File: src/rtl/tbmma_pkg.sv
// Shared types and constants of the time bucket min/max/average block.
// No dependencies; used by the divider, queue, front, back, top level and bench.
`timescale 1ns / 1ps
`default_nettype none

package tbmma_pkg;

    // Fixed-point format and count saturation
    localparam int FRAC_BITS  = 16;
    localparam int COUNT_BITS = 16;

    localparam logic [47:0] INT_SAT   = 48'((64'd1 << (47 - FRAC_BITS)) - 64'd1);
    localparam logic [15:0] COUNT_MAX = 16'((32'd1 << COUNT_BITS) - 32'd1);

    // Bucket length after reset, in seconds
    localparam logic [16:0] BUCKET_SECONDS_RESET = 17'd3600;

    // Divider step counts: 32 for the bucket number, 64 for the average
    localparam logic [6:0] DIV_STEPS_TIME = 7'd32;
    localparam logic [6:0] DIV_STEPS_AVG  = 7'd64;

    // Queue between front and back (depth is a power of two)
    localparam int FIFO_AW    = 1;
    localparam int FIFO_DEPTH = 1 << FIFO_AW;

    // Classified sample as it travels from front to back
    typedef struct packed {
        logic [31:0]        sample_time;
        logic [31:0]        bucket_num;
        logic signed [47:0] value;
        logic               is_last;
    } entry_t;

    typedef struct packed {
        logic busy;
        logic done;
    } div_stat_t;

    typedef struct packed {
        logic full;
        logic empty;
    } fifo_stat_t;

    typedef enum logic [1:0] {
        F_IDLE,
        F_DIV,
        F_PUSH
    } front_state_t;

    typedef enum logic [2:0] {
        B_IDLE,
        B_FLUSH_DIV,
        B_FLUSH_OUT,
        B_ACCUM,
        B_LAST_GO,
        B_LAST_DIV,
        B_LAST_OUT
    } back_state_t;

endpackage

`default_nettype wire

File: src/rtl/tbmma_if.sv
// Channel interfaces: sample input, trend result output, configuration write.
// No dependencies.
`timescale 1ns / 1ps
`default_nettype none

interface tbmma_in_if;
    logic               valid;
    logic               ready;
    logic [31:0]        sample_time;
    logic               value_kind;
    logic signed [47:0] sample_value;
    logic               is_last;

    modport source (output valid, sample_time, value_kind, sample_value, is_last,
                    input ready);
    modport sink   (input valid, sample_time, value_kind, sample_value, is_last,
                    output ready);
endinterface

interface tbmma_out_if;
    logic               valid;
    logic               ready;
    logic [31:0]        trend_time;
    logic signed [47:0] trend_min;
    logic signed [47:0] trend_max;
    logic signed [47:0] trend_avg;
    logic [15:0]        sample_count;
    logic               last_of_run;

    modport source (output valid, trend_time, trend_min, trend_max, trend_avg,
                    sample_count, last_of_run, input ready);
    modport sink   (input valid, trend_time, trend_min, trend_max, trend_avg,
                    sample_count, last_of_run, output ready);
endinterface

interface tbmma_cfg_if;
    logic        valid;
    logic        ready;
    logic [16:0] bucket_seconds;

    modport source (output valid, bucket_seconds, input ready);
    modport sink   (input valid, bucket_seconds, output ready);
endinterface

`default_nettype wire

File: src/rtl/tbmma_div.sv
// Restoring divider, one quotient bit per cycle: 64-bit dividend, 17-bit divisor.
// Depends on tbmma_pkg.
`timescale 1ns / 1ps
`default_nettype none

module tbmma_div (
    input  logic                  clk,
    input  logic                  rst_n,
    input  logic                  start,
    input  logic [63:0]           dividend,
    input  logic [16:0]           divisor,
    input  logic [6:0]            steps,
    output tbmma_pkg::div_stat_t  stat,
    output logic [63:0]           quotient
);

    logic [63:0] acc_reg, acc_next;
    logic [16:0] rem_reg, rem_next;
    logic [16:0] dvs_reg, dvs_next;
    logic [6:0]  cnt_reg, cnt_next;
    logic        busy_reg, busy_next;
    logic        done_reg, done_next;

    logic [17:0] rem_sh;
    logic        ge;

    // One shift-subtract step; quotient bits enter acc at the bottom
    always_comb
    begin
        rem_sh    = {rem_reg, acc_reg[63]};
        ge        = rem_sh >= {1'b0, dvs_reg};
        acc_next  = acc_reg;
        rem_next  = rem_reg;
        dvs_next  = dvs_reg;
        cnt_next  = cnt_reg;
        busy_next = busy_reg;
        done_next = 1'b0;
        if (busy_reg)
        begin
            acc_next = {acc_reg[62:0], ge};
            rem_next = ge ? 17'(rem_sh - {1'b0, dvs_reg}) : rem_sh[16:0];
            cnt_next = cnt_reg - 7'd1;
            if (cnt_reg == 7'd1)
            begin
                busy_next = 1'b0;
                done_next = 1'b1;
            end
        end
        else if (start)
        begin
            acc_next  = dividend;
            rem_next  = '0;
            dvs_next  = divisor;
            cnt_next  = steps;
            busy_next = 1'b1;
        end
    end

    // Control state
    always_ff @(posedge clk or negedge rst_n)
    begin
        if (!rst_n)
        begin
            busy_reg <= 1'b0;
            done_reg <= 1'b0;
            cnt_reg  <= '0;
        end
        else
        begin
            busy_reg <= busy_next;
            done_reg <= done_next;
            cnt_reg  <= cnt_next;
        end
    end

    // Datapath
    always_ff @(posedge clk)
    begin
        acc_reg <= acc_next;
        rem_reg <= rem_next;
        dvs_reg <= dvs_next;
    end

    assign stat.busy = busy_reg;
    assign stat.done = done_reg;
    assign quotient  = acc_reg;

endmodule

`default_nettype wire

File: src/rtl/tbmma_fifo.sv
// Two-entry queue of classified samples between front and back.
// Depends on tbmma_pkg.
`timescale 1ns / 1ps
`default_nettype none

module tbmma_fifo (
    input  logic                  clk,
    input  logic                  rst_n,
    input  logic                  push,
    input  tbmma_pkg::entry_t     push_data,
    input  logic                  pop,
    output tbmma_pkg::entry_t     pop_data,
    output tbmma_pkg::fifo_stat_t stat
);

    tbmma_pkg::entry_t mem [tbmma_pkg::FIFO_DEPTH];

    logic [tbmma_pkg::FIFO_AW-1:0] wr_ptr_reg, wr_ptr_next;
    logic [tbmma_pkg::FIFO_AW-1:0] rd_ptr_reg, rd_ptr_next;
    logic [tbmma_pkg::FIFO_AW:0]   cnt_reg, cnt_next;

    logic do_push;
    logic do_pop;

    assign stat.full  = cnt_reg == (tbmma_pkg::FIFO_AW + 1)'(tbmma_pkg::FIFO_DEPTH);
    assign stat.empty = cnt_reg == '0;
    assign do_push    = push && !stat.full;
    assign do_pop     = pop && !stat.empty;

    // Pointers and fill count
    always_comb
    begin
        wr_ptr_next = do_push ? wr_ptr_reg + 1'b1 : wr_ptr_reg;
        rd_ptr_next = do_pop ? rd_ptr_reg + 1'b1 : rd_ptr_reg;
        cnt_next    = cnt_reg;
        if (do_push && !do_pop)
            cnt_next = cnt_reg + 1'b1;
        else if (do_pop && !do_push)
            cnt_next = cnt_reg - 1'b1;
    end

    always_ff @(posedge clk or negedge rst_n)
    begin
        if (!rst_n)
        begin
            wr_ptr_reg <= '0;
            rd_ptr_reg <= '0;
            cnt_reg    <= '0;
        end
        else
        begin
            wr_ptr_reg <= wr_ptr_next;
            rd_ptr_reg <= rd_ptr_next;
            cnt_reg    <= cnt_next;
        end
    end

    // Storage
    always_ff @(posedge clk)
    begin
        if (do_push)
            mem[wr_ptr_reg] <= push_data;
    end

    assign pop_data = mem[rd_ptr_reg];

endmodule

`default_nettype wire

File: src/rtl/tbmma_front.sv
// Front part: accepts samples, scales integer values to Q31.16 and finds the bucket number.
// Depends on tbmma_pkg, tbmma_if and tbmma_div.
`timescale 1ns / 1ps
`default_nettype none

module tbmma_front (
    input  logic                  clk,
    input  logic                  rst_n,
    tbmma_in_if.sink              sample,
    input  logic [16:0]           bucket_len,
    input  tbmma_pkg::fifo_stat_t fifo_stat,
    output logic                  push,
    output tbmma_pkg::entry_t     push_data
);

    tbmma_pkg::front_state_t state_reg, state_next;
    tbmma_pkg::entry_t       hold_reg, hold_next;

    tbmma_pkg::div_stat_t div_stat;
    logic [63:0]          div_quot;
    logic                 div_start;

    logic [47:0]        raw;
    logic [47:0]        u_sat;
    logic signed [47:0] value_conv;

    // Integer samples saturate, then shift into the fixed-point format
    always_comb
    begin
        raw        = sample.sample_value;
        u_sat      = (raw > tbmma_pkg::INT_SAT) ? tbmma_pkg::INT_SAT : raw;
        value_conv = sample.value_kind ? sample.sample_value
                                       : signed'(u_sat << tbmma_pkg::FRAC_BITS);
    end

    assign sample.ready = (state_reg == tbmma_pkg::F_IDLE) && !div_stat.busy;

    // Accept, divide, hand over to the queue
    always_comb
    begin
        state_next = state_reg;
        hold_next  = hold_reg;
        div_start  = 1'b0;
        push       = 1'b0;
        unique case (state_reg)
            tbmma_pkg::F_IDLE:
            begin
                if (sample.valid && sample.ready)
                begin
                    hold_next.sample_time = sample.sample_time;
                    hold_next.bucket_num  = '0;
                    hold_next.value       = value_conv;
                    hold_next.is_last     = sample.is_last;
                    div_start             = 1'b1;
                    state_next            = tbmma_pkg::F_DIV;
                end
            end
            tbmma_pkg::F_DIV:
            begin
                if (div_stat.done)
                begin
                    hold_next.bucket_num = div_quot[31:0];
                    state_next           = tbmma_pkg::F_PUSH;
                end
            end
            tbmma_pkg::F_PUSH:
            begin
                if (!fifo_stat.full)
                begin
                    push       = 1'b1;
                    state_next = tbmma_pkg::F_IDLE;
                end
            end
            default:
            begin
                state_next = tbmma_pkg::F_IDLE;
            end
        endcase
    end

    always_ff @(posedge clk or negedge rst_n)
    begin
        if (!rst_n)
            state_reg <= tbmma_pkg::F_IDLE;
        else
            state_reg <= state_next;
    end

    always_ff @(posedge clk)
    begin
        hold_reg <= hold_next;
    end

    assign push_data = hold_reg;

    // Bucket number = time / length; time loaded in the top half for 32 steps
    tbmma_div u_div (
        .clk      (clk),
        .rst_n    (rst_n),
        .start    (div_start),
        .dividend ({sample.sample_time, 32'd0}),
        .divisor  (bucket_len),
        .steps    (tbmma_pkg::DIV_STEPS_TIME),
        .stat     (div_stat),
        .quotient (div_quot)
    );

endmodule

`default_nettype wire

File: src/rtl/tbmma_back.sv
// Back part: keeps the open bucket, emits finished buckets with their average.
// Depends on tbmma_pkg, tbmma_if and tbmma_div.
`timescale 1ns / 1ps
`default_nettype none

module tbmma_back (
    input  logic                  clk,
    input  logic                  rst_n,
    input  tbmma_pkg::fifo_stat_t fifo_stat,
    input  tbmma_pkg::entry_t     head,
    output logic                  pop,
    tbmma_out_if.source           trend
);

    tbmma_pkg::back_state_t state_reg, state_next;
    tbmma_pkg::entry_t      cur_reg, cur_next;

    // Open bucket
    logic               open_reg, open_next;
    logic [31:0]        first_time_reg, first_time_next;
    logic [31:0]        number_reg, number_next;
    logic signed [47:0] min_reg, min_next;
    logic signed [47:0] max_reg, max_next;
    logic signed [63:0] sum_reg, sum_next;
    logic [15:0]        count_reg, count_next;
    logic signed [47:0] avg_reg, avg_next;

    // Output register
    logic               out_valid_reg, out_valid_next;
    logic [31:0]        out_time_reg, out_time_next;
    logic signed [47:0] out_min_reg, out_min_next;
    logic signed [47:0] out_max_reg, out_max_next;
    logic signed [47:0] out_avg_reg, out_avg_next;
    logic [15:0]        out_count_reg, out_count_next;
    logic               out_last_reg, out_last_next;

    tbmma_pkg::div_stat_t div_stat;
    logic [63:0]          div_quot;
    logic                 div_start;

    logic [63:0] sum_u;
    logic [63:0] sum_mag;
    logic [63:0] avg_full;
    logic        out_free;
    logic        load;
    logic        load_last;

    // Magnitude divide, sign restored afterwards (truncates toward zero)
    assign sum_u    = sum_reg;
    assign sum_mag  = sum_reg[63] ? (~sum_u + 64'd1) : sum_u;
    assign avg_full = sum_reg[63] ? (~div_quot + 64'd1) : div_quot;
    assign out_free = !out_valid_reg || trend.ready;

    // Bucket sequencer
    always_comb
    begin
        state_next      = state_reg;
        cur_next        = cur_reg;
        open_next       = open_reg;
        first_time_next = first_time_reg;
        number_next     = number_reg;
        min_next        = min_reg;
        max_next        = max_reg;
        sum_next        = sum_reg;
        count_next      = count_reg;
        avg_next        = avg_reg;
        pop             = 1'b0;
        div_start       = 1'b0;
        load            = 1'b0;
        load_last       = 1'b0;
        unique case (state_reg)
            tbmma_pkg::B_IDLE:
            begin
                if (!fifo_stat.empty && !div_stat.busy)
                begin
                    pop      = 1'b1;
                    cur_next = head;
                    if (open_reg && (head.bucket_num != number_reg))
                    begin
                        div_start  = 1'b1;
                        state_next = tbmma_pkg::B_FLUSH_DIV;
                    end
                    else
                    begin
                        state_next = tbmma_pkg::B_ACCUM;
                    end
                end
            end
            tbmma_pkg::B_FLUSH_DIV:
            begin
                if (div_stat.done)
                begin
                    avg_next   = avg_full[47:0];
                    state_next = tbmma_pkg::B_FLUSH_OUT;
                end
            end
            tbmma_pkg::B_FLUSH_OUT:
            begin
                if (out_free)
                begin
                    load       = 1'b1;
                    load_last  = !cur_reg.is_last;
                    open_next  = 1'b0;
                    state_next = tbmma_pkg::B_ACCUM;
                end
            end
            tbmma_pkg::B_ACCUM:
            begin
                if (!open_reg)
                begin
                    open_next       = 1'b1;
                    first_time_next = cur_reg.sample_time;
                    number_next     = cur_reg.bucket_num;
                    min_next        = cur_reg.value;
                    max_next        = cur_reg.value;
                    sum_next        = 64'(cur_reg.value);
                    count_next      = 16'd1;
                end
                else
                begin
                    if (cur_reg.value < min_reg)
                        min_next = cur_reg.value;
                    if (cur_reg.value > max_reg)
                        max_next = cur_reg.value;
                    // full count: only min and max move
                    if (count_reg < tbmma_pkg::COUNT_MAX)
                    begin
                        sum_next   = sum_reg + 64'(cur_reg.value);
                        count_next = count_reg + 16'd1;
                    end
                end
                state_next = cur_reg.is_last ? tbmma_pkg::B_LAST_GO : tbmma_pkg::B_IDLE;
            end
            tbmma_pkg::B_LAST_GO:
            begin
                div_start  = 1'b1;
                state_next = tbmma_pkg::B_LAST_DIV;
            end
            tbmma_pkg::B_LAST_DIV:
            begin
                if (div_stat.done)
                begin
                    avg_next   = avg_full[47:0];
                    state_next = tbmma_pkg::B_LAST_OUT;
                end
            end
            tbmma_pkg::B_LAST_OUT:
            begin
                if (out_free)
                begin
                    load            = 1'b1;
                    load_last       = 1'b1;
                    open_next       = 1'b0;
                    first_time_next = '0;
                    number_next     = '0;
                    min_next        = '0;
                    max_next        = '0;
                    sum_next        = '0;
                    count_next      = '0;
                    state_next      = tbmma_pkg::B_IDLE;
                end
            end
            default:
            begin
                state_next = tbmma_pkg::B_IDLE;
            end
        endcase
    end

    // Output register: holds a result until the request is taken
    always_comb
    begin
        out_valid_next = out_valid_reg && !trend.ready;
        out_time_next  = out_time_reg;
        out_min_next   = out_min_reg;
        out_max_next   = out_max_reg;
        out_avg_next   = out_avg_reg;
        out_count_next = out_count_reg;
        out_last_next  = out_last_reg;
        if (load)
        begin
            out_valid_next = 1'b1;
            out_time_next  = first_time_reg;
            out_min_next   = min_reg;
            out_max_next   = max_reg;
            out_avg_next   = avg_reg;
            out_count_next = count_reg;
            out_last_next  = load_last;
        end
    end

    always_ff @(posedge clk or negedge rst_n)
    begin
        if (!rst_n)
        begin
            state_reg      <= tbmma_pkg::B_IDLE;
            open_reg       <= 1'b0;
            first_time_reg <= '0;
            number_reg     <= '0;
            min_reg        <= '0;
            max_reg        <= '0;
            sum_reg        <= '0;
            count_reg      <= '0;
            out_valid_reg  <= 1'b0;
        end
        else
        begin
            state_reg      <= state_next;
            open_reg       <= open_next;
            first_time_reg <= first_time_next;
            number_reg     <= number_next;
            min_reg        <= min_next;
            max_reg        <= max_next;
            sum_reg        <= sum_next;
            count_reg      <= count_next;
            out_valid_reg  <= out_valid_next;
        end
    end

    always_ff @(posedge clk)
    begin
        cur_reg       <= cur_next;
        avg_reg       <= avg_next;
        out_time_reg  <= out_time_next;
        out_min_reg   <= out_min_next;
        out_max_reg   <= out_max_next;
        out_avg_reg   <= out_avg_next;
        out_count_reg <= out_count_next;
        out_last_reg  <= out_last_next;
    end

    assign trend.valid        = out_valid_reg;
    assign trend.trend_time   = out_time_reg;
    assign trend.trend_min    = out_min_reg;
    assign trend.trend_max    = out_max_reg;
    assign trend.trend_avg    = out_avg_reg;
    assign trend.sample_count = out_count_reg;
    assign trend.last_of_run  = out_last_reg;

    // Average = |sum| / count over 64 steps
    tbmma_div u_div (
        .clk      (clk),
        .rst_n    (rst_n),
        .start    (div_start),
        .dividend (sum_mag),
        .divisor  ({1'b0, count_reg}),
        .steps    (tbmma_pkg::DIV_STEPS_AVG),
        .stat     (div_stat),
        .quotient (div_quot)
    );

endmodule

`default_nettype wire

File: src/rtl/time_bucket_min_max_avg.sv
// Top level of the tumbling-window min / max / average block; depends on tbmma_pkg,
// tbmma_if, tbmma_front, tbmma_fifo and tbmma_back.
// Front: takes no new sample until its 32-step bucket-number divide is done and the entry is
// queued. Back: one queued sample at a time, plus a flush with the 64-step average divide on
// a bucket change or a last sample; a bucket change with a last sample gives a second result
// after a second divide. Stalls add. Reset: bucket closed, state zero, bucket length 3600.
`timescale 1ns / 1ps
`default_nettype none

module time_bucket_min_max_avg (
    input  logic         clk,
    input  logic         rst_n,
    tbmma_cfg_if.sink    cfg,
    tbmma_in_if.sink     sample,
    tbmma_out_if.source  trend
);

    logic [16:0] bucket_seconds_reg, bucket_seconds_next;
    logic [16:0] bucket_len;

    tbmma_pkg::fifo_stat_t fifo_stat;
    tbmma_pkg::entry_t     push_data;
    tbmma_pkg::entry_t     head;
    logic                  push;
    logic                  pop;

    // Bucket length register; a length of zero acts as one
    assign cfg.ready           = 1'b1;
    assign bucket_seconds_next = cfg.valid ? cfg.bucket_seconds : bucket_seconds_reg;
    assign bucket_len          = (bucket_seconds_reg == '0) ? 17'd1 : bucket_seconds_reg;

    always_ff @(posedge clk or negedge rst_n)
    begin
        if (!rst_n)
            bucket_seconds_reg <= tbmma_pkg::BUCKET_SECONDS_RESET;
        else
            bucket_seconds_reg <= bucket_seconds_next;
    end

    tbmma_front u_front (
        .clk        (clk),
        .rst_n      (rst_n),
        .sample     (sample),
        .bucket_len (bucket_len),
        .fifo_stat  (fifo_stat),
        .push       (push),
        .push_data  (push_data)
    );

    tbmma_fifo u_fifo (
        .clk       (clk),
        .rst_n     (rst_n),
        .push      (push),
        .push_data (push_data),
        .pop       (pop),
        .pop_data  (head),
        .stat      (fifo_stat)
    );

    tbmma_back u_back (
        .clk       (clk),
        .rst_n     (rst_n),
        .fifo_stat (fifo_stat),
        .head      (head),
        .pop       (pop),
        .trend     (trend)
    );

endmodule

`default_nettype wire

File: src/flat_wrapper.sv
// flat-port wrapper written by rule: the top's interface ports become plain ports
module time_bucket_min_max_avg_flat 
  (clk, rst_n, cfg_valid, cfg_bucket_seconds, cfg_ready, sample_valid, sample_sample_time, sample_value_kind, sample_sample_value, sample_is_last, sample_ready, trend_valid, trend_trend_time, trend_trend_min, trend_trend_max, trend_trend_avg, trend_sample_count, trend_last_of_run, trend_ready);
  tbmma_cfg_if cfg_i ();
  tbmma_in_if sample_i ();
  tbmma_out_if trend_i ();
  input  logic clk;
  input  logic rst_n;
  input wire logic [$bits(cfg_i.valid)-1:0] cfg_valid;
  input wire logic [$bits(cfg_i.bucket_seconds)-1:0] cfg_bucket_seconds;
  output wire logic [$bits(cfg_i.ready)-1:0] cfg_ready;
  input wire logic [$bits(sample_i.valid)-1:0] sample_valid;
  input wire logic [$bits(sample_i.sample_time)-1:0] sample_sample_time;
  input wire logic [$bits(sample_i.value_kind)-1:0] sample_value_kind;
  input wire logic [$bits(sample_i.sample_value)-1:0] sample_sample_value;
  input wire logic [$bits(sample_i.is_last)-1:0] sample_is_last;
  output wire logic [$bits(sample_i.ready)-1:0] sample_ready;
  output wire logic [$bits(trend_i.valid)-1:0] trend_valid;
  output wire logic [$bits(trend_i.trend_time)-1:0] trend_trend_time;
  output wire logic [$bits(trend_i.trend_min)-1:0] trend_trend_min;
  output wire logic [$bits(trend_i.trend_max)-1:0] trend_trend_max;
  output wire logic [$bits(trend_i.trend_avg)-1:0] trend_trend_avg;
  output wire logic [$bits(trend_i.sample_count)-1:0] trend_sample_count;
  output wire logic [$bits(trend_i.last_of_run)-1:0] trend_last_of_run;
  input wire logic [$bits(trend_i.ready)-1:0] trend_ready;
  assign cfg_i.valid = cfg_valid;
  assign cfg_i.bucket_seconds = cfg_bucket_seconds;
  assign cfg_ready = cfg_i.ready;
  assign sample_i.valid = sample_valid;
  assign sample_i.sample_time = sample_sample_time;
  assign sample_i.value_kind = sample_value_kind;
  assign sample_i.sample_value = sample_sample_value;
  assign sample_i.is_last = sample_is_last;
  assign sample_ready = sample_i.ready;
  assign trend_valid = trend_i.valid;
  assign trend_trend_time = trend_i.trend_time;
  assign trend_trend_min = trend_i.trend_min;
  assign trend_trend_max = trend_i.trend_max;
  assign trend_trend_avg = trend_i.trend_avg;
  assign trend_sample_count = trend_i.sample_count;
  assign trend_last_of_run = trend_i.last_of_run;
  assign trend_i.ready = trend_ready;
  time_bucket_min_max_avg u_core (.clk(clk), .rst_n(rst_n), .cfg(cfg_i), .sample(sample_i), .trend(trend_i));
endmodule
File: config.mk
export PLATFORM = sky130hd
export DESIGN_NAME = time_bucket_min_max_avg_flat
export DESIGN_NICKNAME = d
export VERILOG_FILES = /design/src/rtl/tbmma_pkg.sv /design/src/rtl/tbmma_if.sv /design/src/rtl/tbmma_div.sv /design/src/rtl/tbmma_fifo.sv /design/src/rtl/tbmma_front.sv /design/src/rtl/tbmma_back.sv /design/src/rtl/time_bucket_min_max_avg.sv /design/src/flat_wrapper.sv
export SDC_FILE = /design/constraint.sdc
export NUM_CORES = 2
export LEC_CHECK = 0
export BUFFER_PORTS_ARGS = -buffer_cell sky130_fd_sc_hd__buf_4
export CAP_MARGIN = 0
export CORE_MARGIN = 1.5
export CORE_UTILIZATION = 50
export CTS_CLUSTER_DIAMETER = 60
export DETAILED_ROUTE_END_ITERATION = 12
export PLACE_DENSITY = 0.76
export SLEW_MARGIN = 5
export SYNTH_ARGS = -nofsm -noshare
export SYNTH_HDL_FRONTEND = slang
export SYNTH_SLANG_ARGS = --single-unit
File: constraint.sdc
create_clock -name clk -period 35.2 [get_ports clk]
set_input_delay 8.8 -clock clk [delete_from_list [all_inputs] [get_ports clk]]
set_output_delay 8.8 -clock clk [all_outputs]
set_load 0.05 [all_outputs]
# [Word-level counts from Yosys, hierarchy flattened]
# Memory sizes are Yosys's and may differ from the RTL's.
# Index checks and enable logic that the tools add are counted.
[word_totals] ff_bits=948 inputBits=104 wordCells=217 n_memories=1 ramBits=226 output_inout_bits=196
[op_classes] order_cmp=6 eq_ne=25 bitwise=4 addsub=12 reduce_logical=44 n_mux=83
[memory_table] name="u_core.u_fifo.mem" words=2 width=113 rd=1 rd_ports_with_merged_regs=0 wr=1 line_no="tbmma_fifo.sv:16" text="tbmma_pkg::entry_t mem [tbmma_pkg::FIFO_DEPTH];"
[op_table] operator="64-bit 2-to-1 mux" count=8
[op_table] operator="48-bit 2-to-1 mux" count=7
[op_table] operator="32-bit case mux with 2 select lines" count=3
[op_table] operator="48-bit case mux with 2 select lines" count=2
[op_table] operator="32-bit 2-to-1 mux" count=5
[op_table] operator="64-bit case mux with 2 select lines" count=1
[op_table] operator="17-bit 2-to-1 mux" count=6
[op_table] operator="81-bit 2-to-1 mux" count=1
[op_table] operator="64-bit by 1-bit adder with 64-bit output, second input constant" count=1
[op_table] operator="64-bit by 48-bit adder with 64-bit output" count=1
[op_table] operator="64-bit inverter" count=1
[op_table] operator="48-bit by 1-bit adder with 48-bit output, second input constant" count=1
[op_table] operator="48-bit by 31-bit > comparator with 1-bit output, second input constant" count=1
[op_table] operator="48-bit > comparator" count=1
[op_table] operator="48-bit less-than comparator" count=1
[op_table] operator="16-bit 2-to-1 mux" count=3
[op_table] operator="48-bit inverter" count=1
[op_table] operator="32-bit != test" count=1
[op_table] operator="16-bit case mux with 2 select lines" count=1
[op_table] operator="7-bit 2-to-1 mux" count=4
[op_table] operator="1-bit 2-to-1 mux" count=25
[op_table] operator="3-bit case mux with 7 select lines" count=1
[op_table] operator="18-bit by 16-bit >= comparator with 1-bit output" count=1
[op_table] operator="18-bit by 17-bit >= comparator with 1-bit output" count=1
[op_table] operator="other kinds (33)" count=96

# [Logic depth before layout (Yosys ltp)]
[logic_depth] ltp_word=9 ltp_mapped=14 mapped_depth_nobuf=13

# [Cells and area by module]
# A second synthesis with hierarchy kept.
[hier_totals] hier_cells=4006 area_unflattened_um2=53902.9
[modules_own_cells] module="tbmma_back" cells_per_inst=2529 instances=1 area_per_inst_um2=29500.8 seq_area_each_um2=16761.1
[modules_own_cells] module="tbmma_div" cells_per_inst=409 instances=2 area_per_inst_um2=5396.4 seq_area_each_um2=3168.0
[modules_own_cells] module="tbmma_fifo" cells_per_inst=371 instances=1 area_per_inst_um2=8599.5 seq_area_each_um2=6886.6
[modules_own_cells] module="tbmma_front" cells_per_inst=229 instances=1 area_per_inst_um2=4212.8 seq_area_each_um2=3443.3
[modules_own_cells] module="time_bucket_min_max_avg" cells_per_inst=59 instances=1 area_per_inst_um2=797.0 seq_area_each_um2=430.4

# [Least setup slack after synthesis]
# Ideal clock, no wire load.
[synth_path] path_type="input -> register" from="input trend_ready" to="register u_core.u_back.out_last_reg (netlist: u_core.u_back.trend.last_of_run) (enable)" setup_ns=0.546 required_ns=34.654 arrival_ns=12.785 stages=3 path_buffers=0 path_slack_ns=21.869 path_cell_list="nand2b_1 nand2_1 inv_1"
[synth_via] elab_chain_len=3
[synth_rtl] element="from (decl)" line_no="flat_wrapper.sv:25" text="input wire logic [$bits(trend_i.ready)-1:0] trend_ready;"
[synth_rtl] element="1-bit logical OR" line_no="tbmma_back.sv:52" text="assign out_free = !out_valid_reg || trend.ready;"
[synth_rtl] element="1-bit 2-to-1 mux" line_no="tbmma_back.sv:99, tbmma_back.sv:149"
[synth_rtl] element="1-bit 2-to-1 mux"
[synth_rtl] element="net u_core.u_back.load" line_no="tbmma_back.sv:45" text="logic load;"
[synth_rtl] element="to (signal assigned)" line_no="tbmma_back.sv:229" text="out_last_reg <= out_last_next;"
[synth_rtl] element="to (decl)" line_no="tbmma_back.sv:35" text="logic out_last_reg, out_last_next;"
# The timed path passes the listed nets, and every way through them passes these cells.
# A chain may end at the register's enable or synchronous reset.

# [Worst setup path after layout]
[layout_path] from="input trend_ready" to="register u_core.u_back.min_reg[22]"
[layout_via] elab_chain_len=3
[layout_rtl] element="1-bit logical OR" line_no="tbmma_back.sv:52"
[layout_rtl] element="2-bit != test (no line)"
[layout_rtl] element="3-bit AND reduction (no line)"
[layout_rtl] element="to (signal assigned)" line_no="tbmma_back.sv:212" text="min_reg <= min_next;"
[layout_rtl] element="to (decl)" line_no="tbmma_back.sv:22" text="logic signed [47:0] min_reg, min_next;"
# Every way passes these cells.

==> results.toml <==
[outcome]
status = "completed"

[yosys]
ys_types = 80
synth_top_cell_area_share = 0.5047
yosys-top-cells-area = "edfxtp_1 50%, dfrtp_1 13%, ha_1 4.7%"
yosysSeqAreaShare = 0.6403
synthArstFlopShare = 0.2436
synthTopCellsByCount = "888 x edfxtp_1, 422 x nand2_1, 288 x o21ai_0"
synth.most_common_cell = "edfxtp_1"
syn_nets = 4427
ys_ff_latch = 1174
synth_edf_count = 888
synth_area_per_cell_um2 = 12.82
yosysTopAreaCell = "edfxtp_1"
synth_warnings = 0
synth_flop_cell = "edfxtp_1"
synthCells = 4121
synth_area_um2 = 52830

[clock_tree]
worstSkewPairLatency_ns = 0.75
clock_path_buffers = 3
cts_resized = 0
cts_sinks = 1174
htreeDepth = 3
cts_setup_buffers = 0
holdBufCountCts = 0
cts_buffers = 118
clkTransAtPathRegs_ns = 0.06
cts-root-buf = "clkbuf_16"
cts_tree = "done"

[setup_path]
reg2regPathDepth = 11
timing.rr.start = "u_core.u_fifo.rd_ptr_reg"
cp.required_ns = 35.78
r2r_slack_ns = 29.98
start_kind = "input pin"
r2r_end = "u_core.u_back.u_div.quotient[15]"
critPathCaptureType = "flop"
worstPathArrival_ns = 11.60
cp_max_fo = 43
critical_path_class = "in -> reg"

[power_and_ir_drop]
leakagePower_nw = 23.68
internal_power_w = 0.003034
p_switching_w = 0.001502
combPwrFrac = 0.265
powerDensity_nw_per_um2 = 75.03
power_frac_clock = 0.277
ir_drop_v = 0.00005074
switching_share = 0.3311
p_seq_frac = 0.458

[sta]
drv_slew = 0
rsz0062_at_grt = "no"
slew_headroom = 0.2038
fin_crit_sh = 0.3130
finalCriticalPeriod_ns = 11.02
hold_ws_ns = 0.4098
hold_violations = 0
finalWorstSetupSlack_ns = 24.18
worst_slew_pin_slew_ns = 1.194
setup_viol = 0
clock_skew_ns = 0.06075
setup_tns_ns = 0
timing.fmax_mhz = 90.76

[floorplan]
die-area_um2 = 107600
ioPinCount = 300
initial_utilization = 0.5033
fp-row-count = 119
die_w_um = 328.1
chipHeight_um = 328.1
core_area_um2 = 105000

[flow_run]
maxCapViolCount = 0

[routing]
drt-initial-drc-count = 2994
wl_mm = 121.2
vias_per_cell = 5.632
vias = 33110
antenna_left = 0
dr.pass1.iters = 6
wl_per_cell_um = 20.61
drc = 0

[placed_design]
post-place-ws_ns = 23.45
port-buffer-count = 298
dp_hpwl_mm = 82.79
place_area_um2 = 56480
place_congestion = 0.9429

[final_layout]
design_area_um2 = 60460
nets = 4690
syn_to_final_growth_pct = 14.44
largest_reg_flops = 226
fillers = 8250
diodes = 0
regArea_um2 = 33840
multi_input_area_um2 = 17590
drive_above_1_share = 0.1765

[hold_path]
min_path_type = "reg -> reg"
min_delay_path_depth = 0
worstHoldEndpoint = "u_core.u_fifo.mem[0][34]"
hold_start = "u_core.u_front.push_data[34]"

[global_routing]
grt_usage = 0.2228
antenna_found_initial = 0
grt-ovfl-total = 0
grt_max_degree = 119
grt_pass1_vias = 32440
grt_pass1_wl_mm = 186.1
-- worst max-delay path by stage --
stage           startpoint                              end  slack [ns]  depth (start not counted)
6_report       trend_ready        u_core.u_back.min_reg[22]       24.18                         11
5_1_grt        trend_ready        u_core.u_back.min_reg[22]       23.97                         11
4_1_cts        trend_ready        u_core.u_back.min_reg[22]       24.19                         11
3_5_place_dp   trend_ready         u_core.u_back.min_reg[8]       23.45                         11
3_3_place_gp   trend_ready         u_core.u_back.min_reg[7]       23.47                         11
2_1_floorplan  trend_ready  u_core.u_back.trend.last_of_run       21.87                          3
-- power by group through the flow --
| stage | combinational [W] | clock [W] | sequential [W] |
|---|---|---|---|
| after floorplan | 0.000941 | 0 | 0.00197 |
| after global placement | 0.00116 | 0 | 0.00209 |
| after detailed placement | 0.00119 | 0 | 0.00210 |
| after CTS | 0.00120 | 0.00128 | 0.00207 |
| after global routing | 0.00135 | 0.00133 | 0.00210 |
| final | 0.00120 | 0.00125 | 0.00208 |
-- layout make-up --
cell class | count | share of cell area
Tap cell | 1391 | 0.02879
Inverter | 210 | 0.01318
Sequential cell | 1174 | 0.5598
Clock buffer | 137 | 0.05069
Multi-Input combinational cell | 2547 | 0.2910
Timing Repair Buffer | 333 | 0.04148
Clock inverter | 86 | 0.01509
-- layer usage --
layer / GRT usage / up-vias / wire (um)
li1: - / 15540 / -
met5: 0 / - / 0
met1: 0.3102 / 16390 / 53200
met2: 0.3578 / 981 / 57060
met3: 0.03412 / 201 / 7086
met4: 0.07709 / 0 / 3828
-- stage by stage --
step                      instances  power [W]  utilization
after floorplan                4121   0.002915            -
after global placement         5655   0.003244       0.5381
after detailed placement       5655   0.003285       0.5381
after CTS                      5878   0.004549       0.5759
after global routing           5878   0.004790       0.5759
final                          5878   0.004536       0.5759
-- critical path, cell delays in order --
cell,delay [ns]
buf_4,0.13
nand2b_1,0.19
nand2_1,0.12
nor2_1,0.06
o21ai_0,0.62
nor2_1,0.11
o21ai_0,0.11
o32ai_1,0.13
a21oi_4,0.27
buf_4,0.61
mux2_2,0.42
-- cell families (layout without fill, tap and decap cells) --
family / count (synthesis) / count (layout) / share of synthesized area
AOI/OAI and AO/OA: 759 / 759 / 0.08808
xor gates and xnor gates: 229 / 229 / 0.03797
adders and majority gates: 202 / 202 / 0.04827
buffers and inverters: 400 / 766 / 0.02849
DFF: 1174 / 1174 / 0.6403
muxes: 269 / 269 / 0.05606
other: 1 / 1 / 0.00007098
and+or+nand+nor: 1087 / 1087 / 0.1008
-- cell usage in the layout (no fill, tap or decap), drive strengths merged, types with 14 or more instances in the layout --
cell / count
edfxtp: 888
nand2: 422
buf: 333
o21ai: 292
dfrtp: 282
inv: 220
mux2: 215
ha: 199
a21oi: 179
nor2: 152
clkbuf: 137
xor2: 131
nand3: 124
xnor2: 98
and2: 84
a21o: 75
nor2b: 70
nand4: 57
clkinv: 56
mux2i: 54
o31ai: 51
nor4: 34
nand2b: 31
nor3: 30
or3: 27
o41ai: 20
o21bai: 17
a211oi: 16
or4: 16
and3: 15
o21a: 15
a31oi: 14
(Power assumes the default switching activity.)
